<file path="src/design/gfp_pkg.sv">
// ----------------------------------------------------------------------------
// gfp_pkg
// Shared constants and helpers for the gamepad frame poll block.
// ----------------------------------------------------------------------------
`timescale 1ns / 1ps
`default_nettype none

package gfp_pkg;

  // frame geometry
  localparam int unsigned FRAME_BYTES = 9;
  localparam int unsigned POS_W       = 4;
  localparam int unsigned LEFT_PLACE  = 3;
  localparam int unsigned RIGHT_PLACE = 4;

  // command bytes
  localparam logic [7:0] CMD_START = 8'h01;
  localparam logic [7:0] CMD_POLL  = 8'h42;
  localparam logic [7:0] CMD_IDLE  = 8'h00;

  // console characters
  localparam logic [7:0] CH_ZERO  = 8'h30;
  localparam logic [7:0] CH_X     = 8'h78;
  localparam logic [7:0] CH_SPACE = 8'h20;
  localparam logic [7:0] CH_CR    = 8'h0d;
  localparam logic [7:0] CH_LF    = 8'h0a;
  localparam logic [7:0] HEX_DIG  = 8'h30;
  localparam logic [7:0] HEX_LET  = 8'h37;

  // direction codes
  localparam logic [7:0] DIR_CODE_0 = 8'hEF;
  localparam logic [7:0] DIR_CODE_1 = 8'hBF;
  localparam logic [7:0] DIR_CODE_2 = 8'h7F;
  localparam logic [7:0] DIR_CODE_3 = 8'hDF;

  localparam logic [7:0] LED_RESET = 8'hFE;

  // character sequence within one item
  localparam int unsigned STEP_W = 4;
  localparam logic [STEP_W-1:0] STEP_PREFIX0 = 4'd0;
  localparam logic [STEP_W-1:0] STEP_PREFIX1 = 4'd1;
  localparam logic [STEP_W-1:0] STEP_HI      = 4'd2;
  localparam logic [STEP_W-1:0] STEP_LO      = 4'd3;
  localparam logic [STEP_W-1:0] STEP_SP0     = 4'd4;
  localparam logic [STEP_W-1:0] STEP_SP1     = 4'd5;
  localparam logic [STEP_W-1:0] STEP_CR      = 4'd6;
  localparam logic [STEP_W-1:0] STEP_LF      = 4'd7;
  localparam logic [STEP_W-1:0] STEP_LEFT    = 4'd8;
  localparam logic [STEP_W-1:0] STEP_RIGHT   = 4'd9;

  typedef struct packed {
    logic       hit;
    logic [1:0] idx;
  } pad_dec_t;

  // upper-case hex digit of a nibble
  function automatic logic [7:0] hex_char(input logic [3:0] nib);
    logic [7:0] wide;
    wide = {4'h0, nib};
    return (nib < 4'd10) ? (wide + HEX_DIG) : (wide + HEX_LET);
  endfunction

  // direction code lookup
  function automatic pad_dec_t pad_decode(input logic [7:0] code);
    pad_dec_t d;
    d = '{hit: 1'b1, idx: 2'd0};
    unique case (code)
      DIR_CODE_0: d.idx = 2'd0;
      DIR_CODE_1: d.idx = 2'd1;
      DIR_CODE_2: d.idx = 2'd2;
      DIR_CODE_3: d.idx = 2'd3;
      default:    d.hit = 1'b0;
    endcase
    return d;
  endfunction

endpackage

`default_nettype wire

</file>
<file path="src/design/gfp_if.sv">
// ----------------------------------------------------------------------------
// gfp_if
// Valid/ready channels for reply bytes in and console results out.
// ----------------------------------------------------------------------------
`timescale 1ns / 1ps
`default_nettype none

interface gfp_in_if;
  logic       valid;
  logic       ready;
  logic [7:0] reply_byte;

  modport source (output valid, output reply_byte, input ready);
  modport sink   (input valid, input reply_byte, output ready);
endinterface

interface gfp_out_if;
  logic       valid;
  logic       ready;
  logic [7:0] text_char;
  logic [7:0] next_command;
  logic [7:0] led_state;
  logic       frame_end;
  logic       last;

  modport source (output valid, output text_char, output next_command,
                  output led_state, output frame_end, output last, input ready);
  modport sink   (input valid, input text_char, input next_command,
                  input led_state, input frame_end, input last, output ready);
endinterface

`default_nettype wire

</file>
<file path="src/design/gamepad_frame_poll.sv">
// ----------------------------------------------------------------------------
// gamepad_frame_poll
// Frame sequencer for a gamepad poll with hex console echo.
// ----------------------------------------------------------------------------
// Each reply byte is held in an item register and played out as console
// characters, one result transfer per cycle while the output is not stalled,
// through a registered output: six characters "0xHH  " inside the frame, and
// at the frame's last place CR LF plus up to two raw echo bytes for matching
// direction codes (eight to ten results), sequenced by the step counter; the
// next reply byte is taken in the cycle the current item's last character
// moves to the output register, so items follow without gaps.
`timescale 1ns / 1ps
`default_nettype none

module gamepad_frame_poll (
  input  wire logic  clk_i,
  input  wire logic  rst_ni,
  gfp_in_if.sink     req_i,
  gfp_out_if.source  rsp_o
);

  // frame and pad state
  logic [gfp_pkg::POS_W-1:0] pos_q, pos_d;
  logic [7:0]                lcode_q, lcode_d;
  logic [7:0]                rcode_q, rcode_d;
  logic [7:0]                led_q, led_d;

  // item register
  logic                       busy_q, busy_d;
  logic [gfp_pkg::STEP_W-1:0] step_q, step_d;
  logic [7:0]                 byte_q;
  logic                       end_q;
  logic [7:0]                 cmd_q;

  // output register
  logic       ovalid_q, ovalid_d;
  logic [7:0] ochar_q, ochar_d;
  logic [7:0] ocmd_q;
  logic [7:0] oled_q;
  logic       oend_q;
  logic       olast_q, olast_d;

  logic                      in_xfer;
  logic                      adv;
  logic                      is_last;
  logic                      frame_done;
  logic [gfp_pkg::POS_W-1:0] pos_next;
  logic [gfp_pkg::POS_W:0]   pos_inc;
  logic [7:0]                cmd_next;
  gfp_pkg::pad_dec_t         ldec, rdec;
  logic [7:0]                lmask, rmask;
  logic [gfp_pkg::STEP_W-1:0] step_after;

  // frame position and next command
  always_comb begin
    pos_inc    = {1'b0, pos_q} + 1'b1;
    frame_done = pos_inc >= (gfp_pkg::POS_W+1)'(gfp_pkg::FRAME_BYTES);
    pos_next   = frame_done ? '0 : pos_inc[gfp_pkg::POS_W-1:0];
    priority if (pos_next == gfp_pkg::POS_W'(0)) begin
      cmd_next = gfp_pkg::CMD_START;
    end else if (pos_next == gfp_pkg::POS_W'(1)) begin
      cmd_next = gfp_pkg::CMD_POLL;
    end else begin
      cmd_next = gfp_pkg::CMD_IDLE;
    end
  end

  // pad decode
  always_comb begin
    ldec  = gfp_pkg::pad_decode(lcode_q);
    rdec  = gfp_pkg::pad_decode(rcode_q);
    lmask = 8'h01 << {1'b0, ldec.idx};
    rmask = 8'h10 << {1'b0, rdec.idx};
  end

  // step sequencing
  always_comb begin
    adv     = busy_q && (!ovalid_q || rsp_o.ready);
    is_last = 1'b0;
    step_after = step_q + 1'b1;
    unique case (step_q)
      gfp_pkg::STEP_SP1: is_last = !end_q;
      gfp_pkg::STEP_LF: begin
        is_last    = !ldec.hit && !rdec.hit;
        step_after = ldec.hit ? gfp_pkg::STEP_LEFT : gfp_pkg::STEP_RIGHT;
      end
      gfp_pkg::STEP_LEFT:  is_last = !rdec.hit;
      gfp_pkg::STEP_RIGHT: is_last = 1'b1;
      default:             is_last = 1'b0;
    endcase
  end

  assign req_i.ready = !busy_q || (adv && is_last);
  assign in_xfer     = req_i.valid && req_i.ready;

  // next-state logic
  always_comb begin
    pos_d    = pos_q;
    lcode_d  = lcode_q;
    rcode_d  = rcode_q;
    led_d    = led_q;
    busy_d   = busy_q;
    step_d   = step_q;
    ovalid_d = ovalid_q && !rsp_o.ready;
    ochar_d  = ochar_q;
    olast_d  = olast_q;

    // character into output register
    if (adv) begin
      ovalid_d = 1'b1;
      olast_d  = is_last;
      step_d   = step_after;
      if (is_last) begin
        busy_d = 1'b0;
      end
      unique case (step_q)
        gfp_pkg::STEP_PREFIX0: ochar_d = gfp_pkg::CH_ZERO;
        gfp_pkg::STEP_PREFIX1: ochar_d = gfp_pkg::CH_X;
        gfp_pkg::STEP_HI:      ochar_d = gfp_pkg::hex_char(byte_q[7:4]);
        gfp_pkg::STEP_LO:      ochar_d = gfp_pkg::hex_char(byte_q[3:0]);
        gfp_pkg::STEP_SP0,
        gfp_pkg::STEP_SP1:     ochar_d = gfp_pkg::CH_SPACE;
        gfp_pkg::STEP_CR:      ochar_d = gfp_pkg::CH_CR;
        gfp_pkg::STEP_LF:      ochar_d = gfp_pkg::CH_LF;
        gfp_pkg::STEP_LEFT: begin
          ochar_d = lcode_q;
          led_d   = led_q ^ lmask;
        end
        gfp_pkg::STEP_RIGHT: begin
          ochar_d = rcode_q;
          led_d   = led_q ^ rmask;
        end
        default: ochar_d = gfp_pkg::CH_SPACE;
      endcase
    end

    // new reply byte transfer
    if (in_xfer) begin
      busy_d = 1'b1;
      step_d = gfp_pkg::STEP_PREFIX0;
      pos_d  = pos_next;
      if (pos_q == gfp_pkg::POS_W'(gfp_pkg::LEFT_PLACE)) begin
        lcode_d = req_i.reply_byte;
      end
      if (pos_q == gfp_pkg::POS_W'(gfp_pkg::RIGHT_PLACE)) begin
        rcode_d = req_i.reply_byte;
      end
    end
  end

  // control and state registers
  always_ff @(posedge clk_i or negedge rst_ni) begin
    if (!rst_ni) begin
      pos_q    <= '0;
      lcode_q  <= '0;
      rcode_q  <= '0;
      led_q    <= gfp_pkg::LED_RESET;
      busy_q   <= 1'b0;
      step_q   <= gfp_pkg::STEP_PREFIX0;
      ovalid_q <= 1'b0;
    end else begin
      pos_q    <= pos_d;
      lcode_q  <= lcode_d;
      rcode_q  <= rcode_d;
      led_q    <= led_d;
      busy_q   <= busy_d;
      step_q   <= step_d;
      ovalid_q <= ovalid_d;
    end
  end

  // payload registers
  always_ff @(posedge clk_i) begin
    if (in_xfer) begin
      byte_q <= req_i.reply_byte;
      end_q  <= frame_done;
      cmd_q  <= cmd_next;
    end
    if (adv) begin
      ochar_q <= ochar_d;
      olast_q <= olast_d;
      ocmd_q  <= cmd_q;
      oled_q  <= led_d;
      oend_q  <= end_q;
    end
  end

  assign rsp_o.valid        = ovalid_q;
  assign rsp_o.text_char    = ochar_q;
  assign rsp_o.next_command = ocmd_q;
  assign rsp_o.led_state    = oled_q;
  assign rsp_o.frame_end    = oend_q;
  assign rsp_o.last         = olast_q;

endmodule

`default_nettype wire
</file>
<file path="src/flat_wrapper.sv">
// flat-port wrapper written by rule: the top's interface ports become plain ports
module gamepad_frame_poll_flat 
  (clk_i, rst_ni, req_i_valid, req_i_reply_byte, req_i_ready, rsp_o_valid, rsp_o_text_char, rsp_o_next_command, rsp_o_led_state, rsp_o_frame_end, rsp_o_last, rsp_o_ready);
  gfp_in_if req_i_i ();
  gfp_out_if rsp_o_i ();
  input  wire logic clk_i;
  input  wire logic rst_ni;
  input wire logic [$bits(req_i_i.valid)-1:0] req_i_valid;
  input wire logic [$bits(req_i_i.reply_byte)-1:0] req_i_reply_byte;
  output wire logic [$bits(req_i_i.ready)-1:0] req_i_ready;
  output wire logic [$bits(rsp_o_i.valid)-1:0] rsp_o_valid;
  output wire logic [$bits(rsp_o_i.text_char)-1:0] rsp_o_text_char;
  output wire logic [$bits(rsp_o_i.next_command)-1:0] rsp_o_next_command;
  output wire logic [$bits(rsp_o_i.led_state)-1:0] rsp_o_led_state;
  output wire logic [$bits(rsp_o_i.frame_end)-1:0] rsp_o_frame_end;
  output wire logic [$bits(rsp_o_i.last)-1:0] rsp_o_last;
  input wire logic [$bits(rsp_o_i.ready)-1:0] rsp_o_ready;
  assign req_i_i.valid = req_i_valid;
  assign req_i_i.reply_byte = req_i_reply_byte;
  assign req_i_ready = req_i_i.ready;
  assign rsp_o_valid = rsp_o_i.valid;
  assign rsp_o_text_char = rsp_o_i.text_char;
  assign rsp_o_next_command = rsp_o_i.next_command;
  assign rsp_o_led_state = rsp_o_i.led_state;
  assign rsp_o_frame_end = rsp_o_i.frame_end;
  assign rsp_o_last = rsp_o_i.last;
  assign rsp_o_i.ready = rsp_o_ready;
  gamepad_frame_poll u_core (.clk_i(clk_i), .rst_ni(rst_ni), .req_i(req_i_i), .rsp_o(rsp_o_i));
endmodule
</file>
<file path="config.mk">
export PLATFORM = sky130hd
export DESIGN_NAME = gamepad_frame_poll_flat
export DESIGN_NICKNAME = d
export VERILOG_FILES = /design/src/design/gfp_pkg.sv /design/src/design/gfp_if.sv /design/src/design/gamepad_frame_poll.sv /design/src/flat_wrapper.sv
export SDC_FILE = /design/constraint.sdc
export NUM_CORES = 1
export LEC_CHECK = 0
export ABC_AREA = 1
export BUFFER_PORTS_ARGS = -buffer_cell sky130_fd_sc_hd__buf_4
export CORE_MARGIN = 2
export CORE_UTILIZATION = 45
export CTS_BUF_LIST = sky130_fd_sc_hd__clkbuf_4 sky130_fd_sc_hd__clkbuf_8 sky130_fd_sc_hd__clkbuf_16
export CTS_CLUSTER_DIAMETER = 60
export DETAILED_ROUTE_END_ITERATION = 16
export HOLD_SLACK_MARGIN = 0.06
export MAX_ROUTING_LAYER = met4
export PLACE_DENSITY = 0.72
export SLEW_MARGIN = 5
export SYNTH_ARGS = -nofsm -noshare
export SYNTH_HDL_FRONTEND = slang
export SYNTH_SLANG_ARGS = --single-unit
</file>
<file path="constraint.sdc">
create_clock -name clk_i -period 4.4 [get_ports clk_i]
set_input_delay 0.66 -clock clk_i [delete_from_list [all_inputs] [get_ports clk_i]]
set_output_delay 0.66 -clock clk_i [all_outputs]
set_load 0.02 [all_outputs]
</file>
## Word-level counts from Yosys, hierarchy flattened

Cells that the tools add are included.

| storage, ports and cells | value |
|---|---|
| memory bits (read-only) | 0 |
| bits of input ports | 12 |
| memories | 0 |
| output and inout port bits | 28 |
| bits in registers | 77 |
| bits in writable memories | 0 |
| latch bits | 0 |

| operators by class | value |
|---|---|
| $mul | 0 |
| add/sub/neg operators | 6 |
| divide/modulo/power cells | 0 |
| bitwise gates (word level) | 2 |
| multiplexer cells | 20 |
| shift operators | 2 |
| equality and inequality tests | 19 |
| reduce and logical (&&, ||, !) cells | 22 |
| $lt $le $gt $ge | 3 |

Operator list:

| operator | number |
|---|---|
| 8-bit one-hot mux with 8 select lines | 1 |
| 8-bit == test (second input constant) | 6 |
| 4-bit by 6-bit adder with 7-bit output (second input constant) | 4 |
| 8-bit 2-to-1 mux | 3 |
| 4-bit by 3-bit == test with 1-bit output (second input constant) | 4 |
| 8-bit by 7-bit == test with 1-bit output (second input constant) | 2 |
| 4-bit 2-to-1 mux | 4 |
| 8-bit one-hot mux with 2 select lines | 1 |
| 8-bit XOR | 2 |
| 4-bit by 2-bit == test with 1-bit output (second input constant) | 3 |
| 2-bit one-hot mux with 3 select lines | 2 |
| 4-bit by 1-bit == test with 1-bit output (second input constant) | 2 |
| 4-bit == test (second input constant) | 2 |
| 4-bit logical NOT | 2 |
| 4-bit < comparator (second input constant) | 2 |
| 4-bit OR reduction | 2 |
| 1-bit by 2-bit << shifter with 8-bit output (first input constant) | 1 |
| 5-bit by 2-bit << shifter with 8-bit output (first input constant) | 1 |
| 1-bit 2-to-1 mux | 7 |
| 7-bit 2-to-1 mux | 1 |
| 1-bit logical NOT | 6 |
| 2-bit AND reduction | 3 |
| 4-bit by 1-bit adder with 5-bit output (second input constant) | 1 |
| 5-bit by 4-bit >= comparator with 1-bit output (second input constant) | 1 |
| other kinds (5) | 11 |

## Longest topological paths before layout

| depth | value |
|---|---|
| depth in word-level cells | 11 |
| mapped depth | 15 |
| gate-level depth less buffers | 14 |

## Worst setup path before layout

OpenSTA, ideal clock, no wires.

| timing path | value |
|---|---|
| path kind | input -> output |
| from | in rsp_o_ready |
| to | out req_i_ready |
| setup slack | 1.877 ns |
| stages | 8 |
| data arrival time | 1.863 ns |
| required time | 3.740 ns |
| cell sequence | inv_1 -> nand2_1 -> nand2_1 -> inv_1 -> nand2_2 -> nand2_4 -> buf_12 -> buf_8 |

| on the way | value |
|---|---|
| word-level cells in the longest chain between the ends | 4 |

Ends and longest elaborated chain:

| what | line | RTL |
|---|---|---|
| start, declared | flat_wrapper.sv:17 | `input wire logic [$bits(rsp_o_i.ready)-1:0] rsp_o_ready;` |
| 1-bit logical OR | gamepad_frame_poll.sv:78 | `adv = busy_q && (!ovalid_q \|\| rsp_o.ready);` |
| 1-bit logical AND | gamepad_frame_poll.sv:78 |  |
| named net u_core.adv | gamepad_frame_poll.sv:44 | `logic adv;` |
| 1-bit logical AND | gamepad_frame_poll.sv:93 | `assign req_i.ready = !busy_q \|\| (adv && is_last);` |
| 1-bit logical OR | gamepad_frame_poll.sv:93 |  |
| end, declared | flat_wrapper.sv:10 | `output wire logic [$bits(req_i_i.ready)-1:0] req_i_ready;` |

The timed path passes the listed nets, and every way through them passes these cells.

## Worst setup path in the final report

| timing path | value |
|---|---|
| from | reg u_core.step_q[1] (netlist bit) |
| to | out req_i_ready |

| on the way | value |
|---|---|
| word-level cells in the longest chain between the ends | 4 |
| elaborated cells between the ends (all ways) | 7 |
| those cells by class | eq/ne: 4; mux: 1; reduce/logical: 2 |

Ends and longest elaborated chain:

| what | line | RTL |
|---|---|---|
| start, declared | gamepad_frame_poll.sv:30 | `logic [gfp_pkg::STEP_W-1:0] step_q, step_d;` |
| start signal, assigned | gamepad_frame_poll.sv:159 | `step_q <= gfp_pkg::STEP_PREFIX0;` |
| start signal, assigned | gamepad_frame_poll.sv:167 | `step_q <= step_d;` |
| 4-bit == test / 4-bit by 3-bit == test with 1-bit output (equally long branches) | gamepad_frame_poll.sv:81 | `unique case (step_q)` |
| 1-bit one-hot mux with 4 select lines * | gamepad_frame_poll.sv:81 |  |
| named net u_core.is_last | gamepad_frame_poll.sv:45 | `logic is_last;` |
| 1-bit logical AND * | gamepad_frame_poll.sv:93 |  |
| 1-bit logical OR * | gamepad_frame_poll.sv:93 |  |

Mark *: on every way through the listed nets, which the timed path passes. The rest lies on a longest branch.

==> flow_summary.toml <==
[floorplan]
fp.dieArea_mm2 = 0.00796
num_io_pins = 40
die-width_um = 89.2
die_h_um = 89.2
placementRows = 31
core_mm2 = 0.00714
initial_core_util_pct = 45.8

[setup_path]
worst_setup_path_end_kind = "output pin"
critPathMaxFanout = 21
worst-r2r-setup-slack_ps = 2010
critical_path.reg2reg.endpoint = "u_core.cmd_q[1]"
worstSetupPathType = "reg -> out"
critical_path.reg2reg.startpoint = "u_core.step_q[1]"
crit_required_ps = 3740
worst_ep_arrival_time_ps = 2210
critical_path_origin = "u_core.step_q[1]"
crit_path_start_kind = "flop"
worst_r2r_path_cells = 10

[grt]
maximum_number_of_pins_on_one_net_before_global_route_repair = 35
globalRoute.totalOverflow = 0
grt_use_total_pct = 19.6
grt_pass1_wl_mm = 11.0
first_global_vias = 2344
antenna_found_initial = 0

[pwr]
power_frac_clock_pct = 19.9
power.ir.vdd_worst_v = 0.000338
leakagePower_nw = 1.70
comb_power_share_pct = 36.4
power.sequential.fraction_pct = 43.8
pwr_density_cell_mw_per_mm2 = 662
switching_portion_of_total_power_pct = 40.6
total_switching_power_w = 0.00101
cellInternalPower_w = 0.00148

[sta]
finalSetupViolations = 0
timing_worst_slew_pin_value_ps = 581
fin_crit_sh_pct = 65.1
timing_hold_violations_final = 0
setup_tns_ps = 0
final.hold.worst_slack_ps = 259
slew_headroom_pct = 61.1
final.min_clock_period_ps = 2870
final_max_slew_viol_count = 0
fmax_ghz = 0.349
clock_skew_ps = 5.52
unrepaired_setup_endpoints_after_global_routing = "no"

[routing]
post_drt_wl_per_cell_um = 13.6
route.detailed.drc = 0
detail_route.iter0.violations = 149
first_pass_iters = 4
antenna_violating_nets_post_route = 0
drt-total-wl_mm = 6.62
detailroute.via_count = 2426
via_per_inst = 4.99

[clocking]
cts_tree = "built"
cts_repair_resize_count = 0
clk_pin_slew_worst_paths_ps = 70
ctsHtreeMaxLevel = 3
cts_made_buffers = 9
root_buffer = "sky130_fd_sc_hd__clkbuf_8"
post_cts_buffers = 0
worst_skew_pair.late_latency_ps = 350
clockBufferDepth = 2
post_cts_hold_buffer_count = 0
cts_sinks = 65

[job]
maxCapViolCount = 0

[cells_and_area]
design.final.nets = 402
antenna_cells_inserted = 0
layout-area-overhead-vs-synth_pct = 15.0
drive_gt1_share_pct = 18.6
finalInstanceArea_mm2 = 0.00376

[logic_synthesis]
synthesis.area_mm2 = 0.00327
synth_sequential_area_ratio_pct = 54.8
yosysUniqueCellTypes = 38
synth.avg_cell_area_um2 = 9.47
yosys_register_bits = 65
syn_inst = 345
yosys_warnings = 0

[place]
io_buffer_count = 34
dpl-instance-area_mm2 = 0.00356
placer_congestion = 0.928
hpwlAfterDp_mm = 4.92

[run_status]
run_status = "finished clean"

[min_path]
min_delay_path_class = "in -> async"
routing by layer:
layer | up-vias | GRT usage [%] | share of wire (%)
li1 | 1226 | - | -
met1 | 1144 | 24.5 | 46
met2 | 45 | 29.8 | 48
met3 | 11 | 5.91 | 3.9
met4 | 0 | 8.01 | 2.3
met5 | - | - | 0
metrics by stage:
stage / worst slack [ps] / total power (W) / util [%] / std cells
final: 1530 / 0.00249 / 52.7 / 486
after global routing: 1400 / 0.00267 / 52.7 / 486
after CTS: 1540 / 0.00251 / 52.7 / 486
after detailed placement: 1820 / 0.00201 / 49.9 / 470
after global placement: 1860 / 0.00197 / 49.9 / 470
after floorplan: 1880 / 0.00173 / - / 349
registers in the layout (all words and copies together) (netlist names):
register	cells
u_core.byte_q	8
u_core.lcode_q	8
u_core.led_q	8
u_core.rcode_q	8
u_core.rsp_o.led_state	8
u_core.rsp_o.text_char	8
u_core.pos_q	4
u_core.step_q	4
u_core.cmd_q	2
u_core.rsp_o.next_command	2
u_core.busy_q	1
u_core.end_q	1
u_core.rsp_o.frame_end	1
u_core.rsp_o.last	1
u_core.rsp_o.valid	1
cell families (layout without fill, tap and decap cells):
kind of cell               Yosys count  count (layout)  share of synthesized area [%]
and+or+nand+nor                    170             170                           24.3
DFF                                 65              65                           54.8
buffers and inverters               55              93                           8.08
AOI/OAI and AO/OA                   36              36                           6.97
xor gates and xnor gates            10              10                           2.68
adders and majority gates            8               8                           3.06
other                                1               5                          0.115
Yosys cell counts:
cell / instances / area, um^2
sky130_fd_sc_hd__nand3_1: 13 / 65.1
sky130_fd_sc_hd__conb_1: 1 / 3.75
sky130_fd_sc_hd__a211oi_1: 1 / 7.51
sky130_fd_sc_hd__nor2_1: 22 / 82.6
sky130_fd_sc_hd__inv_2: 3 / 11.3
sky130_fd_sc_hd__o21ai_0: 9 / 45.0
sky130_fd_sc_hd__dfstp_2: 7 / 184
sky130_fd_sc_hd__xnor2_1: 7 / 61.3
sky130_fd_sc_hd__buf_4: 6 / 45.0
sky130_fd_sc_hd__ha_1: 8 / 100
sky130_fd_sc_hd__buf_1: 2 / 7.51
sky130_fd_sc_hd__xor2_1: 3 / 26.3
sky130_fd_sc_hd__nand2_1: 93 / 349
sky130_fd_sc_hd__buf_6: 1 / 11.3
sky130_fd_sc_hd__dfrtp_1: 27 / 676
sky130_fd_sc_hd__nor2_2: 2 / 12.5
sky130_fd_sc_hd__nor3_2: 1 / 10.0
sky130_fd_sc_hd__clkbuf_1: 2 / 7.51
sky130_fd_sc_hd__a41oi_1: 1 / 8.76
sky130_fd_sc_hd__nand2_2: 2 / 12.5
sky130_fd_sc_hd__buf_8: 1 / 15.0
sky130_fd_sc_hd__buf_12: 1 / 20.0
sky130_fd_sc_hd__nand3_2: 1 / 10.0
sky130_fd_sc_hd__a22oi_1: 1 / 7.51
sky130_fd_sc_hd__nor3_4: 2 / 32.5
sky130_fd_sc_hd__or2_2: 1 / 6.26
sky130_fd_sc_hd__inv_1: 39 / 146
sky130_fd_sc_hd__o21ai_1: 4 / 20.0
sky130_fd_sc_hd__a31oi_1: 5 / 31.3
sky130_fd_sc_hd__edfxtp_1: 31 / 931
sky130_fd_sc_hd__nand2_8: 1 / 20.0
sky130_fd_sc_hd__nor3_1: 9 / 45.0
sky130_fd_sc_hd__o211ai_1: 4 / 30.0
sky130_fd_sc_hd__nand4_1: 22 / 138
sky130_fd_sc_hd__nand2_4: 1 / 11.3
sky130_fd_sc_hd__o221ai_1: 1 / 8.76
sky130_fd_sc_hd__a221oi_1: 5 / 43.8
sky130_fd_sc_hd__a21oi_1: 5 / 25.0
critical path, cell delays in order, from the launching register on:
cell and delay, ps:
sky130_fd_sc_hd__dfrtp_1 440, sky130_fd_sc_hd__inv_1 130, sky130_fd_sc_hd__ha_1 170, sky130_fd_sc_hd__inv_1 100
sky130_fd_sc_hd__nor3_4 330, sky130_fd_sc_hd__nor2_1 110, sky130_fd_sc_hd__nand2_2 90, sky130_fd_sc_hd__nand2_2 60
sky130_fd_sc_hd__nand2_4 220, sky130_fd_sc_hd__buf_4 190
layout make-up:
cell class | instances | area, um^2
fill | 674 | 3380
clock inverter | 7 | 71.3
multi-input combinational | 229 | 1230
clock buffer | 9 | 124
inverter | 42 | 158
timing repair buffer | 35 | 263
sequential | 65 | 1790
tap | 99 | 124
placed cells by master, fill, tap and decap left out, drive strengths merged, types with 3 or more instances in the layout:
master	instances
ha	8
o211ai	4
a221oi	5
edfxtp	31
nand4	22
nand2	97
buf	35
clkbuf	9
a31oi	5
nor3	12
xnor2	7
nor2	24
inv	42
dfrtp	27
nand3	14
o21ai	13
clkinvlp	3
a21oi	5
xor2	3
clkinv	3
conb	5
dfstp	7
worst max path at each step:
stage	end
after floorplan	req_i_ready
after global placement	req_i_ready
after detailed placement	req_i_ready
after CTS	req_i_ready
after global routing	req_i_ready
final	req_i_ready
power by group through the flow:
stage	combinational, W	sequential [W]	clock [W]
2_1_floorplan	0.000608	0.00112	0
3_3_place_gp	0.000881	0.00109	0
3_5_place_dp	0.000910	0.00110	0
4_1_cts	0.000912	0.00109	0.000507
5_1_grt	0.00102	0.00111	0.000538
6_report	0.000904	0.00109	0.000494
Note: power is estimated with default switching activity, not from simulation.
